`config.mk`:
```
export PLATFORM = sky130hd
export DESIGN_NAME = frame_deframer_xor_fcs_unit
export DESIGN_NICKNAME = d
export VERILOG_FILES = /design/src/hdl/fdxfcs_pkg.sv /design/src/hdl/fdxfcs_parser.sv /design/src/hdl/frame_deframer_xor_fcs_unit.sv
export VERILOG_INCLUDE_DIRS = /design/src /design/src/hdl
export SDC_FILE = /design/constraint.sdc
export NUM_CORES = 1
export LEC_CHECK = 0
export BUFFER_PORTS_ARGS = -buffer_cell sky130_fd_sc_hd__buf_2
export CORE_MARGIN = 2
export CORE_UTILIZATION = 40
export CTS_BUF_LIST = sky130_fd_sc_hd__clkbuf_4 sky130_fd_sc_hd__clkbuf_8
export DETAILED_ROUTE_END_ITERATION = 16
export GPL_ROUTABILITY_DRIVEN = 1
export PLACE_DENSITY_LB_ADDON = 0.12
export SLEW_MARGIN = 10
export SYNTH_ARGS = -nofsm -noshare
export SYNTH_HDL_FRONTEND = slang
export SYNTH_SLANG_ARGS = --single-unit
```
`constraint.sdc`:
```
create_clock -name clk -period 6.1 [get_ports clk]
set_input_delay 0 -clock clk [delete_from_list [all_inputs] [get_ports clk]]
set_output_delay 0 -clock clk [all_outputs]
set_load 0.01 [all_outputs]
```
`src/hdl/frame_deframer_xor_fcs_unit_assert.svh`:
```
// assertion macros for the deframer
`ifndef FRAME_DEFRAMER_XOR_FCS_UNIT_ASSERT_SVH
`define FRAME_DEFRAMER_XOR_FCS_UNIT_ASSERT_SVH

// same-cycle implication, disabled in reset
`define FDX_ASSERT_NOW(label, ante, cons) \
  label: assert property (@(posedge clk) disable iff (rst) (ante) |-> (cons)) \
    else $error("deframer assertion failed");

// next-cycle implication, disabled in reset
`define FDX_ASSERT_NEXT(label, ante, cons) \
  label: assert property (@(posedge clk) disable iff (rst) (ante) |=> (cons)) \
    else $error("deframer assertion failed");

`endif

```
`src/hdl/fdxfcs_pkg.sv`:
```
package fdxfcs_pkg;

  localparam int unsigned ByteW  = 8;
  localparam int unsigned CmdW   = 4;
  localparam int unsigned LenW   = 6;
  localparam int unsigned KindW  = 2;
  localparam int unsigned TdataW = 48;
  localparam int unsigned FieldW = ByteW + LenW + CmdW + LenW + ByteW + ByteW + 1;

  typedef enum logic [1:0] {
    PH_HDR0 = 2'd0,
    PH_HDR1 = 2'd1,
    PH_BODY = 2'd2,
    PH_SKIP = 2'd3
  } phase_t;

  typedef enum logic [KindW-1:0] {
    KIND_DATA  = 2'd0,
    KIND_DONE  = 2'd1,
    KIND_SHORT = 2'd2
  } kind_t;

  typedef struct packed {
    kind_t             kind;
    logic [ByteW-1:0]  data_byte;
    logic [LenW-1:0]   data_index;
    logic [CmdW-1:0]   command;
    logic [LenW-1:0]   length;
    logic [ByteW-1:0]  received_fcs;
    logic [ByteW-1:0]  computed_fcs;
    logic              fcs_ok;
  } result_t;

endpackage

```
`src/hdl/fdxfcs_parser.sv`:
```
module fdxfcs_parser
  import fdxfcs_pkg::*;
(
  input  logic             clk,
  input  logic             rst,
  input  logic             accept,
  input  logic [ByteW-1:0] rx_byte,
  input  logic             buffer_end,
  output logic             res_valid,
  output result_t          res
);

  phase_t           phase, phase_next;
  logic [CmdW-1:0]  held_command, held_command_next;
  logic [LenW-1:0]  held_length, held_length_next;
  logic [LenW-1:0]  payload_count, payload_count_next;
  logic [ByteW-1:0] fcs_acc, fcs_acc_next;

  always_ff @(posedge clk) begin
    if (rst) begin
      phase         <= PH_HDR0;
      held_command  <= '0;
      held_length   <= '0;
      payload_count <= '0;
      fcs_acc       <= '0;
    end else if (accept) begin
      phase         <= phase_next;
      held_command  <= held_command_next;
      held_length   <= held_length_next;
      payload_count <= payload_count_next;
      fcs_acc       <= fcs_acc_next;
    end
  end

  always_comb begin
    phase_next         = phase;
    held_command_next  = held_command;
    held_length_next   = held_length;
    payload_count_next = payload_count;
    fcs_acc_next       = fcs_acc;
    res_valid          = 1'b0;
    res                = '0;
    unique case (phase)
      PH_HDR0: begin
        held_command_next  = rx_byte[ByteW-1 -: CmdW];
        held_length_next   = '0;
        payload_count_next = '0;
        fcs_acc_next       = {rx_byte[ByteW-1 -: CmdW], {(ByteW-CmdW){1'b0}}};
        if (buffer_end) begin
          phase_next = PH_HDR0;
          res_valid  = 1'b1;
          res.kind   = KIND_SHORT;
        end else begin
          phase_next = PH_HDR1;
        end
      end
      PH_HDR1: begin
        held_length_next   = rx_byte[LenW-1:0];
        payload_count_next = '0;
        fcs_acc_next       = fcs_acc ^ {{(ByteW-LenW){1'b0}}, rx_byte[LenW-1:0]};
        if (buffer_end) begin
          phase_next = PH_HDR0;
          res_valid  = 1'b1;
          res.kind   = KIND_SHORT;
        end else begin
          phase_next = PH_BODY;
        end
      end
      PH_BODY: begin
        res_valid = 1'b1;
        if (payload_count < held_length) begin
          if (buffer_end) begin
            phase_next = PH_HDR0;
            res.kind   = KIND_SHORT;
          end else begin
            res.kind           = KIND_DATA;
            res.data_byte      = rx_byte;
            res.data_index     = payload_count;
            fcs_acc_next       = fcs_acc ^ rx_byte;
            payload_count_next = payload_count + LenW'(1);
          end
        end else begin
          res.kind         = KIND_DONE;
          res.received_fcs = rx_byte;
          res.computed_fcs = fcs_acc;
          res.fcs_ok       = (rx_byte == fcs_acc);
          phase_next       = buffer_end ? PH_HDR0 : PH_SKIP;
        end
      end
      PH_SKIP: begin
        if (buffer_end) phase_next = PH_HDR0;
      end
      default: phase_next = PH_HDR0;
    endcase
    // header fields as they stand after this byte
    res.command = held_command_next;
    res.length  = held_length_next;
  end

endmodule

```
`src/hdl/frame_deframer_xor_fcs_unit.sv`:
```
// Length-prefixed frame deframer with an XOR frame check. Received buffer bytes come in
// one per s_ transfer, s_tlast on the buffer's last byte. Byte 0 holds the command in its
// high nibble, byte 1 the payload length in its low six bits, then the payload and one FCS
// byte. Each payload byte gives a data result with its index; the FCS byte gives a frame
// result with the received and computed FCS and a match flag; a buffer that ends before
// the FCS byte gives a short-frame result, and bytes after the FCS are dropped. Each byte
// passes through the header and payload state registers into a single result
// register, so a byte can be taken every cycle while m_tready is high; input stalls
// only while that result register is full and not being taken.
`include "frame_deframer_xor_fcs_unit_assert.svh"

module frame_deframer_xor_fcs_unit
  import fdxfcs_pkg::*;
(
  input  logic              clk,
  input  logic              rst,
  input  logic              s_tvalid,
  output logic              s_tready,
  input  logic [ByteW-1:0]  s_tdata,   // rx_byte
  input  logic              s_tlast,   // buffer_end
  output logic              m_tvalid,
  input  logic              m_tready,
  output logic [TdataW-1:0] m_tdata,   // data_byte, data_index, command, length,
                                       // received_fcs, computed_fcs, fcs_ok, zero fill
  output logic [KindW-1:0]  m_tuser    // kind
);

  logic    accept;
  logic    res_valid;
  result_t res;
  result_t out_reg;

  assign s_tready = !m_tvalid || m_tready;
  assign accept   = s_tvalid && s_tready;

  fdxfcs_parser u_parser (
    .clk        (clk),
    .rst        (rst),
    .accept     (accept),
    .rx_byte    (s_tdata),
    .buffer_end (s_tlast),
    .res_valid  (res_valid),
    .res        (res)
  );

  always_ff @(posedge clk) begin
    if (rst) begin
      m_tvalid <= 1'b0;
    end else if (s_tready) begin
      m_tvalid <= accept && res_valid;
    end
  end

  always_ff @(posedge clk) begin
    if (accept && res_valid) out_reg <= res;
  end

  assign m_tuser = out_reg.kind;
  assign m_tdata = {{(TdataW-FieldW){1'b0}}, out_reg.fcs_ok, out_reg.computed_fcs,
                    out_reg.received_fcs, out_reg.length, out_reg.command,
                    out_reg.data_index, out_reg.data_byte};

  `FDX_ASSERT_NOW(a_idle_ready, !m_tvalid, s_tready)
  `FDX_ASSERT_NOW(a_data_index, m_tvalid && m_tuser == KIND_DATA,
                  out_reg.data_index < out_reg.length)
  `FDX_ASSERT_NOW(a_fcs_flag, m_tvalid && m_tuser == KIND_DONE,
                  out_reg.fcs_ok == (out_reg.received_fcs == out_reg.computed_fcs))
  `FDX_ASSERT_NEXT(a_stall_hold, m_tvalid && !m_tready, m_tvalid && $stable(m_tdata))

endmodule

```
Word-level counts from Yosys, hierarchy flattened
Cells that the tools add are included.
{"block": "word_totals", "regBits": 70, "wordCells": 57, "out_inout_bits": 52}
{"block": "op_classes", "n_eq_ne": 6, "magnitude_cmp": 1, "n_addsub": 1, "reduce_logical": 12, "muxes": 19, "bitwise_logic": 4}
{"operator": "$pmux W6 S2", "n": 2}
{"operator": "$pmux W8 S3", "n": 1}
{"operator": "$mux W8", "n": 2}
{"operator": "$mux W2", "n": 6}
{"operator": "$mux W6", "n": 2}
{"operator": "$eq A8 B8 Y1", "n": 1}
{"operator": "$pmux W2 S4", "n": 1}
{"operator": "$reduce_and A4 Y1", "n": 2}
{"operator": "$xor A8 B6 Y8", "n": 1}
{"operator": "$xor A8 B8 Y8", "n": 1}
{"operator": "$add A6 B1 Y6 const B", "n": 1}
{"operator": "$lt A6 B6 Y1", "n": 1}
{"operator": "$eq A2 B2 Y1 const B", "n": 2}
{"operator": "$mux W4", "n": 1}
{"operator": "$pmux W2 S2", "n": 1}
{"operator": "$reduce_or A2 Y1", "n": 2}
{"operator": "$reduce_bool A3 Y1", "n": 1}
{"operator": "$reduce_or A3 Y1", "n": 1}
{"operator": "$eq A2 B1 Y1 const B", "n": 1}
{"operator": "$logic_and A1 B1 Y1", "n": 2}
{"operator": "$logic_not A2 Y1", "n": 1}
{"operator": "$mux W1", "n": 2}
{"operator": "$ne A2 B1 Y1 const B", "n": 1}
{"operator": "$ne A2 B2 Y1 const B", "n": 1}
{"operator": "other kinds (5)", "n": 6}

Logic depth before layout (Yosys ltp)
{"block": "logic_depth", "ltp_word": 4, "depth_mapped": 8, "depth_no_buf": 7}

Modules after synthesis
Synthesis repeated with hierarchy kept, for this count alone.
{"block": "unflattened", "cells_unflattened": 321, "area_unflattened_um2": 3455.8}
{"module": "fdxfcs_parser", "cells_each": 264, "n_inst": 1, "seq_area_each_um2": 520.5, "area_per_inst_um2": 2040.7}
{"module": "frame_deframer_xor_fcs_unit", "cells_each": 57, "n_inst": 1, "seq_area_each_um2": 1311.3, "area_per_inst_um2": 1415.1}

Least setup slack after synthesis
Ideal clock, no wire load.
{"block": "synth_path", "kind": "reg2reg", "startpoint": "register m_tvalid", "endpoint": "register out_reg, in the netlist m_tdata[0], enable pin", "path_slack_ps": 2905, "required_ps": 5657, "synth_period_minus_slack_ps": 3195, "arrival_time_ps": 2752, "setup_ps": 443, "stages_incl_launch_ff": 5, "cell_sequence": "dfxtp_1 > nand2b_1 > nand2_1 > clkbuf_1 > nor2_1"}
{"block": "synth_between", "elab_chain_cells": 4}
{"element": "start: declaration", "line": "frame_deframer_xor_fcs_unit.sv:21", "text": "output logic m_tvalid,"}
{"element": "start signal: assignment", "line": "frame_deframer_xor_fcs_unit.sv:50", "text": "m_tvalid <= accept && res_valid;"}
{"element": "$logic_not A1 Y1", "line": "frame_deframer_xor_fcs_unit.sv:33", "text": "assign s_tready = !m_tvalid || m_tready;"}
{"element": "$logic_or A1 B1 Y1", "line": "frame_deframer_xor_fcs_unit.sv:33"}
{"element": "net s_tready", "line": "frame_deframer_xor_fcs_unit.sv:18", "text": "output logic s_tready,"}
{"element": "$logic_and A1 B1 Y1", "line": "frame_deframer_xor_fcs_unit.sv:34", "text": "assign accept = s_tvalid && s_tready;"}
{"element": "$logic_and A1 B1 Y1", "line": "frame_deframer_xor_fcs_unit.sv:55", "text": "if (accept && res_valid) out_reg <= res;"}
{"element": "end signal: assignment", "line": "frame_deframer_xor_fcs_unit.sv:55"}
{"element": "end: declaration", "line": "frame_deframer_xor_fcs_unit.sv:31", "text": "result_t out_reg;"}
The timed path passes the listed nets, and every way through them passes these cells.
A chain may end at the register's enable or synchronous reset.

Worst setup path in the final report
{"block": "layout_path", "startpoint": "register u_parser.phase[0]", "endpoint": "register u_parser.fcs_acc[6]"}
{"block": "layout_between", "elab_chain_cells": 3}
{"element": "start: declaration", "line": "fdxfcs_parser.sv:13", "text": "phase_t phase, phase_next;"}
{"element": "start signal: assignment", "line": "fdxfcs_parser.sv:27", "text": "phase <= phase_next;"}
{"element": "$eq A2 B2 Y1 (tied with other cells)", "line": "fdxfcs_parser.sv:43", "text": "unique case (phase)"}
{"element": "$ne A2 B1 Y1 (no source line) (tied with other cells)"}
{"element": "$reduce_and A4 Y1 (no source line)"}
{"element": "end signal: assignment", "line": "fdxfcs_parser.sv:31", "text": "fcs_acc <= fcs_acc_next;"}
{"element": "end: declaration", "line": "fdxfcs_parser.sv:17", "text": "logic [ByteW-1:0] fcs_acc, fcs_acc_next;"}
Parallel ways exist; a longest one is shown, timed or not.

==> flow_summary.toml <==
[status]
status = "finished clean"

[clock_tree]
cts_resized = 0
clockBufferDepth = 2
clk_latency_ns = 0.35
cts_num_sinks = 70
cts_tree = "yes"
cts-htree-levels = 3
clock-root-buffer = "clkbuf_8"
clk_pin_slew_ns = 0.08
cts_made_buffers = 9

[grt]
grt_max_degree = 44
overflow = 0
gr-usage-all-layers_pct = 18.0
grt_pass1_vias = 2360
grt_pass1_wl_mm = 12.1
antenna_found_initial = 0

[worst_setup_path]
path_delay_family = "compound AO/OA/AOI/OAI gates"
cp_cell_sequence = "inv_1 -> ha_1 -> inv_1 -> o22a_1 -> o211ai_2 -> o311ai_0 -> o31ai_1"
crit_fanout = 14
crit_buf_inv = 2
crit_required_ns = 6.33
crit_slowest_cell = "o311ai_0"
endpoint_kind = "flip-flop"
critPathKind = "flip-flop to flip-flop"
crit_path_start_kind = "flip-flop"
max_stage_delay_ns = 0.44
cpMostUsedCell = "inv_1"
worstPathArrival_ns = 2.63

[cells_and_area]
final_cells = 484
antenna_cells = 0
n_fill_cell = 805
postLayoutCoreUtil_pct = 48.6
syn_to_final_growth_pct = 19.5
regArea_um2 = 1830
multi_input_area_um2 = 1320
fin_nets = 397
drive_gt1_share_pct = 23.0

[sta]
setup_tns_ns = 0
min_period_ns = 2.41
drv_slew = 0
rsz0062_at_grt = "no"
fin_crit_sh_pct = 39.5
max_slew_margin_pct = 49.0
fin_worst_skew_ns = 0.00709
setup_viol_count_final = 0
final-hold-violation-count = 0
worst_slew_pin_slew_ns = 0.763
max_freq_mhz = 415

[synthesis]
netlist_area_um2 = 3290
yosysWarnings = 0
synth_cell_type_count = 46
synth_flop_cell = "edfxtp_1"
ys_ff_latch = 70
synth_top_cell_area_share_pct = 39.2
yosysSeqAreaShare_pct = 55.7
avgSynthCellArea_um2 = 10.5
synth_cells = 312
ys_top_cells_by_area = "edfxtp_1 (39%), dfxtp_1 (16%), and2_1 (4.9%)"
yosys.area.top_type = "edfxtp_1"
async_flop_share_pct = 0
synth-edff-count = 43

[placed_design]
portBuffers = 57
dpl.cell_count = 461
gp_congestion = 0.827
dp_hpwl_mm = 5.07

[routing]
wl_mm = 7.66
drt_iter0_drc = 149
avgViaCountPerCell = 5.12
wl_per_cell_um = 15.8
postRouteAntennaNets = 0
drtPass1Iterations = 4
post-route-drc-count = 0
vias = 2480

[floorplan]
initial_core_util_pct = 40.7
coreArea_um2 = 8090
fp-row-count = 33
die-area_um2 = 8970
die_w_um = 94.7
ios = 65
die_y_um = 94.7

[power_and_ir_drop]
p_per_area_nw_per_um2 = 268
leakage_nw = 1.52
ir_worst_vdd_v = 0.000105

[run]
drv_cap = 0

[min_path]
hold_class = "input pin to flip-flop"
[per-stage QoR]
stage	instance area, um2	total power (W)	hold slack, ns	setup WS [ns]
after CTS	3910	0.00106	0.0304	3.64
after floorplan	3310	0.000608	0.151	2.90
final	3930	0.00106	0.0484	3.69
after global placement	3630	0.000642	0.330	3.78
after global routing	3930	0.00110	0.0379	3.52
after detailed placement	3630	0.000644	0.339	3.66
[final cells by class]
class | count | share of cell area, %
Multi-Input combinational cell | 213 | 33.7
Clock buffer | 9 | 3.15
Inverter | 16 | 1.53
Tap cell | 105 | 3.34
Timing Repair Buffer | 64 | 9.29
Sequential cell | 70 | 46.6
Clock inverter | 7 | 2.48
[what timing repair did]
action,in CTS,in global routing
endpoints found under the hold margin,6,0
buffers inserted,0,0
hold buffers,6,0
[cells in the mapped netlist (all sizes together), types with 6 or more instances]
master	count
o21ai	24
buf	10
dfxtp	27
and2	26
inv	16
ha	10
nor3	10
o31ai	9
a21oi	19
nand3	8
nand2	41
nand2b	6
nor2	8
clkbuf	9
edfxtp	43
xor2	8
[kinds of logic (layout without fill, tap and decap cells)]
logic type	Yosys count	after routing	share of synthesized area, %
and+or+nand+nor	106	106	16.2
AOI/OAI and AO/OA	76	76	15.1
DFF	70	70	55.7
buffers and inverters	35	96	5.02
adders and majority gates	10	10	3.80
xor gates and xnor gates	8	8	2.13
muxes	6	6	1.98
other	1	7	0.114
[sequential cells by signal, indices dropped and copies added (netlist names)]
register / count
m_tdata: 41
m_tuser: 2
m_tvalid: 1
u_parser.fcs_acc: 8
u_parser.held_command: 4
u_parser.held_length: 6
u_parser.payload_count: 6
u_parser.phase: 2
[layer usage]
layer / vias to the layer above / track usage [%] / routed length (um)
li1: 1226 / - / -
met3: 10 / 3.35 / 391
met1: 1163 / 24.3 / 3720
met2: 81 / 27.7 / 3410
met5: - / 0 / 0
met4: 0 / 9.18 / 138
[worst min-delay path, cell delays in order]
cell	delay [ns]
buf_2	0.17
nand3_1	0.08
o32ai_1	0.09
[power by group]
part / internal [W] / switching (W) / leakage (nW)
clock: 0.000231 / 0.000187 / 0.106
combinational: 0.0000378 / 0.0000721 / 0.778
sequential: 0.000520 / 0.00000737 / 0.633
total: 0.000789 / 0.000266 / 1.52
[cell usage in the layout, fill, tap and decap left out, types with 2 or more instances in the layout]
master and n:
a211oi_1 3, a21oi_1 18, o21ai_1 3, o21ai_0 20, nand2b_1 5, o211ai_1 2, nand2_1 40, dlygate4sd3_1 6
dfxtp_1 27, xor2_1 8, o32ai_1 3, nor2_1 7, conb_1 7, nor4_1 2, bufinv_16 2, o31ai_1 9
and2_1 26, buf_2 57, nand3_1 8, o22ai_1 4, mux2_2 4, o311ai_0 2, ha_1 10, mux2i_1 2
clkinvlp_4 2, inv_1 16, and3_1 2, edfxtp_1 43, nor3_1 10, clkbuf_8 9
[final timing paths]
kind | start | to | slack (ns) | cells after the start
worst min register to register | u_parser.held_length[5] | u_parser.held_length[5] | 0.45 | 2
worst max register to register | u_parser.phase[0] | u_parser.fcs_acc[6] | 3.69 | 7
worst min-delay path | s_tdata[5] | u_parser.fcs_acc[5] | 0.05 | 3
worst max-delay path | u_parser.phase[0] | u_parser.fcs_acc[6] | 3.69 | 7
No activity file was read; power rests on OpenSTA's default activity.
